## src/hdl/ps2mct_pkg.sv

```systemverilog
package ps2mct_pkg;

    localparam int SIZE_W = 13;
    localparam int POS_W  = 12;
    localparam int SUM_W  = 14;    // signed: pos +/- 9-bit motion

    localparam logic [SIZE_W-1:0] SIZE_MIN   = 13'd16;
    localparam logic [SIZE_W-1:0] SIZE_MAX   = 13'd4096;
    localparam logic [SIZE_W-1:0] WIDTH_RST  = 13'd1024;
    localparam logic [SIZE_W-1:0] HEIGHT_RST = 13'd768;
    localparam logic [POS_W-1:0]  POS_MAX    = 12'd4095;

    // configuration register indexes
    localparam logic [1:0] REG_WIDTH  = 2'd0;
    localparam logic [1:0] REG_HEIGHT = 2'd1;

    // packet byte position
    localparam logic [1:0] IDX_HEADER = 2'd0;
    localparam logic [1:0] IDX_X      = 2'd1;
    localparam logic [1:0] IDX_Y      = 2'd2;

    // header bits
    localparam int HDR_LEFT   = 0;
    localparam int HDR_RIGHT  = 1;
    localparam int HDR_X_SIGN = 4;
    localparam int HDR_Y_SIGN = 5;

    localparam int TDATA_OUT_W = 32;

    function automatic logic [SIZE_W-1:0] sat_size(input logic [SIZE_W-1:0] v);
        if (v < SIZE_MIN) begin
            return SIZE_MIN;
        end else if (v > SIZE_MAX) begin
            return SIZE_MAX;
        end
        return v;
    endfunction

    // clamp limit: size - margin, capped to the 12-bit position range
    function automatic logic [POS_W-1:0] pos_limit(input logic [SIZE_W-1:0] size,
                                                   input logic [3:0] margin);
        logic [SIZE_W-1:0] d;
        d = size - {{(SIZE_W-4){1'b0}}, margin};
        if (d > {1'b0, POS_MAX}) begin
            return POS_MAX;
        end
        return d[POS_W-1:0];
    endfunction

    function automatic logic [POS_W-1:0] clamp_pos(input logic signed [SUM_W-1:0] v,
                                                   input logic [POS_W-1:0] lim);
        if (v < 0) begin
            return '0;
        end else if (v >= $signed({2'b00, lim})) begin
            return lim;
        end
        return v[POS_W-1:0];
    endfunction

endpackage

```

## src/hdl/ps2_mouse_cursor_tracker.sv

```systemverilog
// Path: the Y-motion byte passes the input reg and then the result reg, which drives m_tvalid;
// the result waits in the result reg until m_tready takes it.
// Throughput: one byte per cycle and one result per three bytes while m_tready keeps up;
// a held result stalls the input stage only when the Y byte would overwrite it.
// Reset (aresetn low, synchronous): screen 1024x768, cursor centered at 512,384,
// packet position back to the header byte, both stages empty.
module ps2_mouse_cursor_tracker
    import ps2mct_pkg::*;
#(
    parameter int CURSOR_MARGIN = 8    // 0..15
) (
    input  logic        aclk,
    input  logic        aresetn,
    // configuration write port
    input  logic        cfg_wr_en,
    input  logic [1:0]  cfg_index,      // 0: screen_width, 1: screen_height
    input  logic [12:0] cfg_wdata,
    // byte stream in
    input  logic        s_tvalid,
    output logic        s_tready,
    input  logic [7:0]  s_tdata,        // [7:0] data_byte
    // cursor results out
    output logic        m_tvalid,
    input  logic        m_tready,
    output logic [TDATA_OUT_W-1:0] m_tdata  // [11:0] cursor_x, [23:12] cursor_y,
                                            // [24] left_button, [25] right_button, rest 0
);

    localparam logic [3:0] MARGIN = 4'(CURSOR_MARGIN);

    // input stage
    logic             in_valid_reg;
    logic [7:0]       in_byte_reg;

    // packet and cursor state
    logic [1:0]        byte_index_reg;
    logic [7:0]        header_reg;
    logic [7:0]        x_motion_reg;
    logic [POS_W-1:0]  pos_x_reg, pos_y_reg;
    logic [POS_W-1:0]  pos_x_next, pos_y_next;
    logic [SIZE_W-1:0] width_reg, height_reg;
    logic [SIZE_W-1:0] cfg_size;

    // result stage
    logic              out_valid_reg;
    logic [25:0]       out_data_reg;

    logic              is_y_byte;
    logic              advance;
    logic [8:0]        x_motion9, y_motion9;
    logic signed [SUM_W-1:0] sum_x, sum_y;
    logic [POS_W-1:0]  lim_x, lim_y;

    // the Y byte needs the result register free; header and X bytes never do
    assign is_y_byte = (byte_index_reg == IDX_Y);
    assign advance   = in_valid_reg && (!is_y_byte || !out_valid_reg || m_tready);
    assign s_tready  = !in_valid_reg || advance;

    // 9-bit two's-complement motion, sign from the header
    assign x_motion9 = {header_reg[HDR_X_SIGN], x_motion_reg};
    assign y_motion9 = {header_reg[HDR_Y_SIGN], in_byte_reg};

    assign sum_x = $signed({2'b00, pos_x_reg}) + $signed({{(SUM_W-9){x_motion9[8]}}, x_motion9});
    // rows grow downward: subtract Y
    assign sum_y = $signed({2'b00, pos_y_reg}) - $signed({{(SUM_W-9){y_motion9[8]}}, y_motion9});

    assign lim_x = pos_limit(width_reg, MARGIN);
    assign lim_y = pos_limit(height_reg, MARGIN);

    assign pos_x_next = clamp_pos(sum_x, lim_x);
    assign pos_y_next = clamp_pos(sum_y, lim_y);

    assign cfg_size = sat_size(cfg_wdata);

    // input register
    always_ff @(posedge aclk) begin
        if (!aresetn) begin
            in_valid_reg <= 1'b0;
        end else if (s_tready) begin
            in_valid_reg <= s_tvalid;
        end
        if (s_tready && s_tvalid) begin
            in_byte_reg <= s_tdata;
        end
    end

    // packet assembly, cursor update and size registers
    always_ff @(posedge aclk) begin
        if (!aresetn) begin
            byte_index_reg <= IDX_HEADER;
            width_reg      <= WIDTH_RST;
            height_reg     <= HEIGHT_RST;
            pos_x_reg      <= WIDTH_RST[SIZE_W-1:1];
            pos_y_reg      <= HEIGHT_RST[SIZE_W-1:1];
        end else begin
            if (cfg_wr_en && cfg_index == REG_WIDTH) begin
                // new size recenters, without clamping
                width_reg <= cfg_size;
                pos_x_reg <= cfg_size[SIZE_W-1:1];
                pos_y_reg <= height_reg[SIZE_W-1:1];
            end else if (cfg_wr_en && cfg_index == REG_HEIGHT) begin
                height_reg <= cfg_size;
                pos_x_reg  <= width_reg[SIZE_W-1:1];
                pos_y_reg  <= cfg_size[SIZE_W-1:1];
            end else if (advance) begin
                case (byte_index_reg)
                    IDX_X: begin
                        byte_index_reg <= IDX_Y;
                    end
                    IDX_Y: begin
                        byte_index_reg <= IDX_HEADER;
                        pos_x_reg      <= pos_x_next;
                        pos_y_reg      <= pos_y_next;
                    end
                    default: begin    // header byte, also a stray index of 3
                        byte_index_reg <= IDX_X;
                    end
                endcase
            end
        end
    end

    // packet payload bytes
    always_ff @(posedge aclk) begin
        if (advance && byte_index_reg == IDX_X) begin
            x_motion_reg <= in_byte_reg;
        end
        if (advance && byte_index_reg != IDX_X && byte_index_reg != IDX_Y) begin
            header_reg <= in_byte_reg;
        end
    end

    // result register
    always_ff @(posedge aclk) begin
        if (!aresetn) begin
            out_valid_reg <= 1'b0;
        end else if (advance && is_y_byte) begin
            out_valid_reg <= 1'b1;
        end else if (m_tready) begin
            out_valid_reg <= 1'b0;
        end
        if (advance && is_y_byte) begin
            out_data_reg <= {header_reg[HDR_RIGHT], header_reg[HDR_LEFT],
                             pos_y_next, pos_x_next};
        end
    end

    assign m_tvalid = out_valid_reg;
    assign m_tdata  = {{(TDATA_OUT_W-26){1'b0}}, out_data_reg};

    // a new result appears only right after a Y byte was processed
    a_result_from_y: assert property (@(posedge aclk) disable iff (!aresetn)
        $rose(out_valid_reg) |-> $past(advance && is_y_byte))
        else $error("result raised without a completed packet");

    // a byte held in the input stage is not lost or changed
    a_input_hold: assert property (@(posedge aclk) disable iff (!aresetn)
        (in_valid_reg && !advance) |=> (in_valid_reg && $stable(in_byte_reg)))
        else $error("stalled input byte dropped");

    // a freshly written cursor never exceeds its clamp limit
    a_clamped: assert property (@(posedge aclk) disable iff (!aresetn)
        (advance && is_y_byte) |-> (pos_x_next <= lim_x && pos_y_next <= lim_y))
        else $error("cursor beyond clamp limit");

endmodule
```

## config.mk

```make
export PLATFORM = sky130hd
export DESIGN_NAME = ps2_mouse_cursor_tracker
export DESIGN_NICKNAME = d
export VERILOG_FILES = /design/src/hdl/ps2mct_pkg.sv /design/src/hdl/ps2_mouse_cursor_tracker.sv
export SDC_FILE = /design/constraint.sdc
export NUM_CORES = 1
export LEC_CHECK = 0
export ABC_AREA = 1
export ABC_CLOCK_PERIOD_IN_PS = 4140
export BUFFER_PORTS_ARGS = -buffer_cell sky130_fd_sc_hd__clkbuf_2
export CORE_MARGIN = 3
export CORE_UTILIZATION = 35
export CTS_CLUSTER_SIZE = 40
export DETAILED_ROUTE_END_ITERATION = 12
export GPL_TIMING_DRIVEN = 0
export PLACE_DENSITY = 0.61
export SLEW_MARGIN = 10
export SYNTH_ARGS = -nofsm -noshare
export SYNTH_HDL_FRONTEND = slang
export SYNTH_SLANG_ARGS = --single-unit
```

## constraint.sdc

```tcl
create_clock -name aclk -period 4.14 [get_ports aclk]
set_clock_uncertainty 0.1 [all_clocks]
set_input_delay 0.828 -clock aclk [delete_from_list [all_inputs] [get_ports aclk]]
set_output_delay 0.828 -clock aclk [all_outputs]
set_load 0.05 [all_outputs]
```

==> results of run 1 <==
stage by stage:
step           utilization  hold WS, ps  cells
2_1_floorplan            -          300    949
3_3_place_gp         0.396          309   1263
3_5_place_dp         0.396          321   1263
4_1_cts              0.412          338   1279
5_1_grt              0.412          340   1279
6_report             0.412          334   1279
metal layers:
layer	vias up	global-route usage	routed length [um]
li1	3224	-	-
met1	2850	0.249	9040
met2	148	0.290	8990
met3	34	0.0370	915
met4	2	0.0620	563
met5	-	0	9
worst reg2reg max path: stages, from the launching register on:
cell and delay (ps):
edfxtp_1 420, inv_1 170, ha_1 400, nand2_1 80, inv_1 70, nand2_1 50
nand2_1 80, inv_1 40, nand2_1 100, inv_1 50, o21bai_1 140, xor2_1 250
inv_1 70, ha_1 300, nand2_1 60, nor3_1 210, nor2b_1 250, nor2_4 90
nand3_4 100, inv_2 100, nand2_1 70, o21ai_1 140, o21ai_1 250, nand2_1 90
final cells by class:
cell class	instances	area (sq um)	area share
inverters	125	469	0.0594
clock buffers	9	225	0.0285
well taps	260	325	0.0412
clock inverters	7	75.1	0.00951
repair buffers	54	270	0.0342
multi-input cells	692	3890	0.493
plain buffers	32	175	0.0222
flip-flops and latches	100	2460	0.312
power breakdown:
part	switching, mW	internal (mW)
clock	0.405	0.474
combinational	0.547	0.295
sequential	0.0346	1.09
cells in the final DEF (no fill, tap or decap), types with 3 or more instances in the layout:
| cell | n |
|---|---|
| a21oi_1 | 79 |
| a22oi_1 | 3 |
| and2_1 | 15 |
| buf_2 | 8 |
| buf_4 | 6 |
| buf_6 | 3 |
| clkbuf_1 | 15 |
| clkbuf_16 | 9 |
| clkbuf_2 | 54 |
| clkinv_1 | 4 |
| conb_1 | 6 |
| dfxtp_1 | 54 |
| edfxtp_1 | 46 |
| ha_1 | 54 |
| inv_1 | 118 |
| inv_2 | 4 |
| nand2_1 | 229 |
| nand2_2 | 13 |
| nand3_1 | 78 |
| nand3_2 | 5 |
| nand4_1 | 11 |
| nor2_1 | 57 |
| nor2_2 | 7 |
| nor3_1 | 6 |
| o211ai_1 | 7 |
| o21ai_0 | 49 |
| o21ai_1 | 7 |
| o21bai_1 | 5 |
| or2_1 | 7 |
| xnor2_1 | 8 |
| xor2_1 | 15 |
| xor2_2 | 3 |
cells by family after synthesis:
family,after synthesis
xor gates and xnor gates,27
other,1
AOI/OAI and AO/OA,162
buffers and inverters,157
adders and majority gates,56
and+or+nand+nor,441
DFF,100
synth_stat cells, types with 3 or more instances:
cell and number:
a21oi_1 80, a22oi_1 3, and2_1 15, buf_2 8, buf_4 6, buf_6 3, clkbuf_1 15, clkinv_1 3
dfxtp_1 54, edfxtp_1 46, ha_1 54, inv_1 118, inv_2 4, nand2_1 229, nand2_2 13, nand3_1 78
nand3_2 5, nand4_1 11, nor2_1 58, nor2_2 7, nor3_1 6, o211ai_1 7, o21ai_0 49, o21ai_1 7
o21bai_1 5, or2_1 7, xnor2_1 8, xor2_1 15, xor2_2 3
path summary, 6_finish.rpt:
path                                 from                    endpoint  slack [ps]  cells past startpoint
setup / recovery  header_reg[5]$_DFFE_PP_   pos_y_reg[7]$_SDFFE_PN1P_         330                     23
hold / removal    header_reg[0]$_DFFE_PP_  out_data_reg[24]$_DFFE_PP_         330                      0
setup reg to reg  header_reg[5]$_DFFE_PP_   pos_y_reg[7]$_SDFFE_PN1P_         330                     23
hold reg to reg   header_reg[0]$_DFFE_PP_  out_data_reg[24]$_DFFE_PP_         330                      0
==> load_flow_metrics.sql, run 1 <==
INSERT INTO impl_metrics (metric_group, metric, value, unit) VALUES
('clock_network', 'cts_made_buffers', '9', ''),
('detailed_routing', 'detail_route.vias_per_cell', '4.89', ''),
('grt', 'global_route.overflow_total', '0', ''),
('grt', 'grt_max_degree', '28', ''),
('sta', 'timing.fmax', '263', 'MHz'),
('die', 'initial_core_util', '0.364', ''),
('synth', 'synth_xor_area_frac', '0.0399', ''),
('detailed_routing', 'detail_route.first_pass.iterations', '5', ''),
('finish', 'num-nets-final', '1098', ''),
('synth', 'syn-cell-area', '6970', 'sq um'),
('setup_path', 'worstPathMaxFanout', '9', ''),
('sta', 'timing.final.hold_violations', '0', ''),
('synth', 'synth-main-ff-cell', 'dfxtp_1', ''),
('sta', 'setup_slack', '332', 'ps'),
('clock_network', 'cts-hold-fix-buffers', '0', ''),
('finish', 'largest_register_ff_count', '26', ''),
('sta', 'grt_setup_unrepaired', 'no', ''),
('synth', 'synth.area.top_cells', 'edfxtp_1, dfxtp_1, nand2_1', ''),
('finish', 'n_antenna_cell', '0', ''),
('die', 'floorplan.rows', '50', ''),
('grt', 'antenna_found_initial', '1', ''),
('synth', 'synth_mux_area_frac', '0', ''),
('synth', 'synth_edf_count', '46', ''),
('clock_network', 'clkSlewWorstSetupHoldPaths', '70', 'ps'),
('synth', 'ys_seq_area_frac', '0.353', ''),
('sta', 'timing.max_slew.rel_slack', '0.213', ''),
('setup_path', 'start_kind', 'register', ''),
('synth', 'asyncSetResetFlopFracSynth', '0', ''),
('die', 'boundaryPins', '62', ''),
('synth', 'syn_area_per_cell', '7.38', 'sq um'),
('clock_network', 'cts_post_setup_buffers_inserted', '0', ''),
('outcome', 'status', 'finished clean', ''),
('detailed_routing', 'final_antenna_net_count', '0', ''),
('power_and_ir_drop', 'leakage_dissipation', '3.83', 'nW'),
('setup_path', 'critical_path_arrival', '3940', 'ps'),
('finish', 'fillerInstances', '2018', ''),
('sta', 'final_min_period_over_clock_period', '0.920', ''),
('placement', 'pre_cts_slack', '153', 'ps'),
('setup_path', 'cp_common_cell', 'nand2_1', ''),
('synth', 'synth_simple_gate_area_share', '0.285', ''),
('setup_path', 'crit_type', 'reg2reg', ''),
('clock_network', 'postCtsResizedCells', '0', ''),
('finish', 'final_area', '7890', 'sq um'),
('die', 'die_width', '147', 'um'),
('finish', 'final_layout_size_suffix_gt1_frac', '0.128', ''),
('clock_network', 'h-tree-depth', '3', ''),
('setup_path', 'crit_required', '4270', 'ps'),
('setup_path', 'crit_path_cell_trace', 'inv_1 > ha_1 > nand2_1 > inv_1 > nand2_1 > nand2_1 > inv_1 > nand2_1 > inv_1 > o21bai_1 > xor2_1 > inv_1 > ha_1 > nand2_1 > nor3_1 > nor2b_1 > nor2_4 > nand3_4 > inv_2 > nand2_1 > o21ai_1 > o21ai_1 > nand2_1', ''),
('placement', 'gp_congestion', '0.882', ''),
('sta', 'setup_violations', '0', ''),
('placement', 'number_of_buffers_added_on_ports', '54', ''),
('sta', 'fin_setup_tns', '0', 'ps'),
('detailed_routing', 'route.detailed.drc', '0', ''),
('clock_network', 'ctsRootBufferMaster', 'clkbuf_16', ''),
('detailed_routing', 'detail_route.wl_per_cell', '15.3', 'um'),
('sta', 'tightest_slew', '1180', 'ps'),
('power_and_ir_drop', 'p_per_area', '360', 'nW/um^2'),
('die', 'floorplan.die.height', '147', 'um'),
('clock_network', 'clk_latency', '360', 'ps'),
('detailed_routing', 'detailedRoute.firstIterationViolations', '398', ''),
('die', 'core_area', '19100', 'sq um'),
('grt', 'grt_pass1_wl', '31200', 'um'),
('placement', 'postPlaceCellArea', '7580', 'sq um'),
('sta', 'maxSlewViolCount', '0', ''),
('setup_path', 'cp_slowest_stage_delay', '420', 'ps'),
('setup_path', 'cp.buffers_inverters', '6', ''),
('synth', 'syn-instance-count', '944', ''),
('flow_run', 'drv.max_cap_violation_count', '0', ''),
('synth', 'synth-adder-area-share', '0.103', ''),
('power_and_ir_drop', 'power.total', '2.84', 'mW'),
('synth', 'synth-compound-area-share', '0.126', '');
No activity file was read; power rests on OpenSTA's default activity.
==> run 2, diff against run 1 <==
CELL_PAD_IN_SITES_DETAIL_PLACEMENT = 1   (was default)
CELL_PAD_IN_SITES_GLOBAL_PLACEMENT = 1   (was default)
CORE_UTILIZATION = 45   (was 35)
PLACE_DENSITY = 0.91   (was 0.61)
==> run 2 against run 1 <==
First-iteration DRC count shrank 1.5%. Via count grew 8.1%. Routed wire length is 14% higher. Global-route usage up 8.8 points. Setup slack got worse by 86 ps. Maximum frequency fell by 2.2%. Critical path type unchanged. Flip-flop and latch count stayed put. Count of clock-buffer cells in the layout stayed put.
==> load_flow_metrics.sql, run 2 (synthesis results as in run 1) <==
INSERT INTO impl_metrics (metric_group, metric, value, unit) VALUES
('outcome', 'status', 'finished clean', ''),
('finish', 'postLayoutCoreUtil', '0.524', ''),
('die', 'die_area', '17000', 'sq um'),
('power_and_ir_drop', 'leakage_dissipation', '3.81', 'nW'),
('setup_path', 'crit_path_cell_trace', 'ha_1 > inv_1 > fa_1 > nand3_1 > nand3_1 > a21oi_2 > o21ai_0 > xor2_1 > ha_1 > nand2_1 > inv_1 > a21boi_1 > nand2_1 > nor2_2 > nand3_4 > inv_2 > o21ai_1 > o21ai_1 > nand2_1', ''),
('setup_path', 'crit_required', '4280', 'ps'),
('sta', 'setup_slack', '245', 'ps'),
('setup_path', 'critical_path.top_delay_family', 'compound AO/OA/AOI/OAI gates', ''),
('setup_path', 'worstPathMaxFanout', '9', ''),
('sta', 'timing.max_slew.rel_slack', '0.252', ''),
('setup_path', 'cp.buffers_inverters', '3', ''),
('power_and_ir_drop', 'p_per_area', '365', 'nW/um^2'),
('finish', 'mostFrequentLayoutCells', 'nand2_1, inv_1, a21oi_1', ''),
('detailed_routing', 'final_antenna_net_count', '0', ''),
('sta', 'timing.final.hold_violations', '0', ''),
('placement', 'postPlaceCellArea', '7490', 'sq um'),
('grt', 'gr-usage-all-layers', '0.270', ''),
('clock_network', 'cts_made_buffers', '9', ''),
('finish', 'final_layout_size_suffix_gt1_frac', '0.129', ''),
('clock_network', 'max_root_sink_buffers', '2', ''),
('hold_path', 'hold_path_class', 'reg2reg', ''),
('die', 'boundaryPins', '62', ''),
('finish', 'fillerInstances', '1921', ''),
('detailed_routing', 'via_count', '6764', ''),
('setup_path', 'endpoint_kind', 'register', ''),
('die', 'floorplan.die.height', '130', 'um'),
('clock_network', 'clk_latency', '360', 'ps'),
('setup_path', 'cp_common_cell', 'nand2_1', ''),
('finish', 'n_antenna_cell', '0', ''),
('power_and_ir_drop', 'power.ir.vdd_worst', '0.230', 'mV'),
('power_and_ir_drop', 'power.total', '2.84', 'mW'),
('grt', 'global_route.overflow_total', '0', ''),
('placement', 'half_perimeter_wire_length_after_placement', '17600', 'um'),
('clock_network', 'clkSlewWorstSetupHoldPaths', '70', 'ps'),
('detailed_routing', 'detail_route.vias_per_cell', '5.62', ''),
('finish', 'num-nets-final', '1099', ''),
('clock_network', 'ctsRootBufferMaster', 'clkbuf_16', ''),
('grt', 'antenna_found_initial', '0', ''),
('die', 'floorplan.rows', '44', ''),
('grt', 'grt_max_degree', '28', ''),
('finish', 'area_growth', '11.7', '%'),
('setup_path', 'crit_type', 'reg2reg', ''),
('clock_network', 'h-tree-depth', '3', ''),
('detailed_routing', 'detail_route.wl_per_cell', '18.4', 'um'),
('finish', 'layout_commonest_cell', 'nand2_1', ''),
('detailed_routing', 'detailedRoute.firstIterationViolations', '392', ''),
('sta', 'final_period_minus_worst_setup_slack', '3890', 'ps'),
('sta', 'tightest_slew', '1110', 'ps'),
('clock_network', 'clkSinkCount', '100', ''),
('sta', 'maxSlewViolCount', '0', ''),
('setup_path', 'cp_slowest_stage_delay', '420', 'ps'),
('sta', 'final_min_period_over_clock_period', '0.941', ''),
('detailed_routing', 'route.detailed.drc', '0', ''),
('die', 'core_area', '14900', 'sq um'),
('die', 'die_width', '130', 'um'),
('placement', 'pre_cts_slack', '170', 'ps'),
('setup_path', 'critical_path_arrival', '4030', 'ps'),
('finish', 'largest_register_ff_count', '26', ''),
('detailed_routing', 'detail_route.first_pass.iterations', '6', ''),
('placement', 'number_of_buffers_added_on_ports', '54', ''),
('placement', 'gp_congestion', '0.918', ''),
('grt', 'grt_pass1_wl', '35600', 'um'),
('clock_network', 'tritoncts', 'built', ''),
('clock_network', 'cts-hold-fix-buffers', '0', ''),
('sta', 'setup_violations', '0', ''),
('sta', 'timing.fmax', '257', 'MHz'),
('grt', 'via_count_of_the_first_global_routing_pass', '6807', ''),
('finish', 'final_area', '7780', 'sq um'),
('setup_path', 'start_kind', 'register', ''),
('sta', 'whs', '327', 'ps'),
('die', 'initial_core_util', '0.469', ''),
('flow_run', 'drv.max_cap_violation_count', '0', ''),
('setup_path', 'crit_path_top_delay_cell', 'edfxtp_1', ''),
('detailed_routing', 'total_wirelength_of_the_detailed_routed_design', '22200', 'um');
## run 2: cell types whose count changed in the layout (fill, tap and decap cells not counted)
cell,delta
clkinv_4,+1
inv_1,-1
clkinvlp_2,+1
nor2_4,-1
bufinv_16,-1
inv_6,+1
buf_4,+1
clkinv_2,-1
nor2_2,+1
## run 2: final timing paths
kind / startpoint / endpoint / slack [ps] / depth (start not counted)
setup / recovery: in_byte_reg[0]$_DFFE_PP_ / pos_y_reg[7]$_SDFFE_PN1P_ / 250 / 19
hold / removal: header_reg[1]$_DFFE_PP_ / out_data_reg[25]$_DFFE_PP_ / 330 / 0
setup reg to reg: in_byte_reg[0]$_DFFE_PP_ / pos_y_reg[7]$_SDFFE_PN1P_ / 250 / 19
hold reg to reg: header_reg[1]$_DFFE_PP_ / out_data_reg[25]$_DFFE_PP_ / 330 / 0
## run 2: timing repair
action / 4_1_cts / 5_1_grt
endpoints found under the setup margin: 0 / 17
setup buffers: 0 / 1
gates resized for setup: 0 / 2
## run 2: per-layer routing
metal  GRT usage  wire [um]  vias up  part of all wire
met5           0          0        -                 0
met4       0.111        805        0             0.036
met3      0.0337        999       48             0.045
met2       0.469      11000      196              0.49
met1       0.341       9430     3274              0.42
li1            -          -     3246                 -
## run 2: power breakdown
part / internal, mW / total, mW / switching [mW]
Combinational: 0.300 / 0.883 / 0.583
Clock: 0.417 / 0.831 / 0.414
Sequential: 1.09 / 1.13 / 0.0366
Total: 1.81 / 2.84 / 1.03
## run 2: area by class of cell
type	count	area (sq um)	area share
multi-input cells	692	3890	0.499
flip-flops and latches	100	2460	0.316
inverters	125	469	0.0603
repair buffers	55	278	0.0357
well taps	184	230	0.0296
clock buffers	9	225	0.0289
plain buffers	32	175	0.0225
clock inverters	7	58.8	0.00755
## run 2: worst register-to-register path: stages (launching register included)
cell and delay, ps:
edfxtp_1 420, ha_1 190, inv_1 70, fa_1 410, nand3_1 90, nand3_1 190
a21oi_2 240, o21ai_0 140, xor2_1 270, ha_1 270, nand2_1 90, inv_1 40
a21boi_1 130, nand2_1 70, nor2_2 230, nand3_4 130, inv_2 170, o21ai_1 180
o21ai_1 260, nand2_1 100
## run 2: through the flow
stage               cells  TNS [ps]
CTS                  1203         0
detailed placement   1187         0
finish               1204         0
floorplan             949         0
global placement     1187         0
global route         1204     -32.1
==> run 3, diff against run 2 <==
ABC_CLOCK_PERIOD_IN_PS = 4700   (was 4140)
clock period = 4.7 ns   (was 4.14 ns; I/O delays follow)
==> run 3 against run 2 <==
Sequential power fell by 12%. Flip-flop and latch count did not move. Critical path depth did not move. Setup slack improved by 440 ps. Via count fell by 0.15%. Clock power fell by 11%. Sequential share of layout area rose by 0.056 points. Cell area fell by 0.18%. Maximum frequency fell by 3.0%. Largest cell class unchanged. Largest power group unchanged.
==> load_flow_metrics.sql, run 3 (synthesis results as in run 1) <==
INSERT INTO impl_metrics (metric_group, metric, value, unit) VALUES
('power_and_ir_drop', 'power.total', '2.50', 'mW'),
('detailed_routing', 'total_wirelength_of_the_detailed_routed_design', '22200', 'um'),
('sta', 'timing.final.hold_violations', '0', ''),
('sta', 'grt_setup_unrepaired', 'no', ''),
('sta', 'timing.fmax', '249', 'MHz'),
('setup_path', 'crit_required', '4840', 'ps'),
('grt', 'grt_max_degree', '28', ''),
('power_and_ir_drop', 'power.ir.vdd_worst', '0.205', 'mV'),
('sta', 'maxSlewViolCount', '0', ''),
('detailed_routing', 'detail_route.vias_per_cell', '5.61', ''),
('finish', 'layout_commonest_cell', 'nand2_1', ''),
('detailed_routing', 'route.detailed.drc', '0', ''),
('die', 'initial_core_util', '0.469', ''),
('die', 'core_area', '14900', 'sq um'),
('clock_network', 'ctsRootBufferMaster', 'clkbuf_16', ''),
('setup_path', 'worstPathMaxFanout', '9', ''),
('setup_path', 'critical_path_arrival', '4160', 'ps'),
('flow_run', 'drv.max_cap_violation_count', '0', ''),
('detailed_routing', 'final_antenna_net_count', '0', ''),
('clock_network', 'clkSinkCount', '100', ''),
('die', 'die_area', '17000', 'sq um'),
('clock_network', 'max_root_sink_buffers', '2', ''),
('detailed_routing', 'detailedRoute.firstIterationViolations', '400', ''),
('sta', 'setup_slack', '685', 'ps'),
('finish', 'n_antenna_cell', '0', ''),
('clock_network', 'clk_latency', '360', 'ps'),
('finish', 'final_area', '7770', 'sq um'),
('sta', 'final_period_minus_worst_setup_slack', '4010', 'ps'),
('clock_network', 'cts-hold-fix-buffers', '0', ''),
('sta', 'tightest_slew', '1100', 'ps'),
('sta', 'fin_setup_tns', '0', 'ps'),
('die', 'floorplan.rows', '44', ''),
('placement', 'gp_congestion', '0.918', ''),
('finish', 'area_growth', '11.5', '%'),
('placement', 'postPlaceCellArea', '7490', 'sq um'),
('die', 'die_width', '130', 'um'),
('detailed_routing', 'detail_route.wl_per_cell', '18.5', 'um'),
('grt', 'grt_pass1_wl', '35600', 'um'),
('grt', 'via_count_of_the_first_global_routing_pass', '6807', ''),
('clock_network', 'clkSlewWorstSetupHoldPaths', '70', 'ps'),
('clock_network', 'postCtsResizedCells', '0', ''),
('power_and_ir_drop', 'p_per_area', '322', 'nW/um^2'),
('finish', 'final_layout_size_suffix_gt1_frac', '0.127', ''),
('clock_network', 'cts_made_buffers', '9', ''),
('placement', 'half_perimeter_wire_length_after_placement', '17600', 'um'),
('clock_network', 'h-tree-depth', '3', ''),
('sta', 'final_min_period_over_clock_period', '0.854', ''),
('sta', 'timing.max_slew.rel_slack', '0.259', ''),
('setup_path', 'crit_type', 'reg2reg', ''),
('die', 'floorplan.die.height', '130', 'um'),
('grt', 'antenna_found_initial', '0', ''),
('finish', 'mostFrequentLayoutCells', 'nand2_1, inv_1, a21oi_1', ''),
('detailed_routing', 'via_count', '6754', ''),
('outcome', 'status', 'finished clean', ''),
('placement', 'pre_cts_slack', '730', 'ps'),
('clock_network', 'cts_post_setup_buffers_inserted', '0', ''),
('sta', 'setup_violations', '0', ''),
('placement', 'number_of_buffers_added_on_ports', '54', ''),
('finish', 'num-nets-final', '1098', ''),
('grt', 'global_route.overflow_total', '0', ''),
('power_and_ir_drop', 'leakage_dissipation', '3.81', 'nW'),
('hold_path', 'hold_path_class', 'reg2reg', ''),
('detailed_routing', 'detail_route.first_pass.iterations', '5', ''),
('grt', 'gr-usage-all-layers', '0.270', ''),
('setup_path', 'endpoint_kind', 'register', ''),
('finish', 'postLayoutCoreUtil', '0.523', ''),
('die', 'boundaryPins', '62', ''),
('setup_path', 'start_kind', 'register', ''),
('finish', 'largest_register_ff_count', '26', ''),
('clock_network', 'tritoncts', 'built', ''),
('finish', 'fillerInstances', '1921', '');
==> run 3: changes by cell type in the layout (fill, tap and decap cells not counted) <==
cell     previous run  this run
a21oi_1            79        80
a21oi_2             2         1
buf_4               7         6
nor2_1             57        58
nor2_2              8         7
==> run 3: worst max-delay path, cell delays in order (launching register included) <==
cell and delay [ps]:
edfxtp_1 410, ha_1 190, inv_1 70, fa_1 410, nand3_1 90, nand3_1 150, a21oi_1 280, o21ai_0 160
xor2_1 270, ha_1 280, nand2_1 90, inv_1 50, a21boi_1 140, nand2_1 70, nor2_1 330, nand3_4 140
inv_2 170, o21ai_1 160, o21ai_1 240, nand2_1 90
==> run 3: where the power goes <==
part / internal (mW) / switching, mW
Sequential: 0.960 / 0.0325
Clock: 0.368 / 0.369
Combinational: 0.261 / 0.510
==> run 3: per-layer routing <==
| metal | up-vias | GRT usage | wire (um) |
|---|---|---|---|
| met5 | - | 0 | 0 |
| met1 | 3310 | 0.341 | 9610 |
| met4 | 0 | 0.111 | 805 |
| met3 | 51 | 0.0337 | 826 |
| met2 | 152 | 0.469 | 11000 |
| li1 | 3241 | - | - |
==> run 3: final cells by class <==
type | count | area, sq um | share of cell area
clock inverter | 7 | 58.8 | 0.00757
timing repair buffer | 54 | 270 | 0.0348
multi-input combinational | 692 | 3880 | 0.499
sequential | 100 | 2460 | 0.317
clock buffer | 9 | 225 | 0.0290
tap | 184 | 230 | 0.0296
inverter | 125 | 469 | 0.0604
buffer | 32 | 175 | 0.0225
==> run 3: final timing paths <==
kind / from / to / slack, ps / cells after the start
min reg2reg: header_reg[1]$_DFFE_PP_ / out_data_reg[25]$_DFFE_PP_ / 330 / 0
max: in_byte_reg[0]$_DFFE_PP_ / pos_y_reg[7]$_SDFFE_PN1P_ / 690 / 19
min: header_reg[1]$_DFFE_PP_ / out_data_reg[25]$_DFFE_PP_ / 330 / 0
max reg2reg: in_byte_reg[0]$_DFFE_PP_ / pos_y_reg[7]$_SDFFE_PN1P_ / 690 / 19
==> run 3: metrics by stage <==
step / hold slack, ps / std cells
2_1_floorplan: 300 / 949
3_3_place_gp: 317 / 1187
3_5_place_dp: 306 / 1187
4_1_cts: 324 / 1203
5_1_grt: 335 / 1203
6_report: 327 / 1203
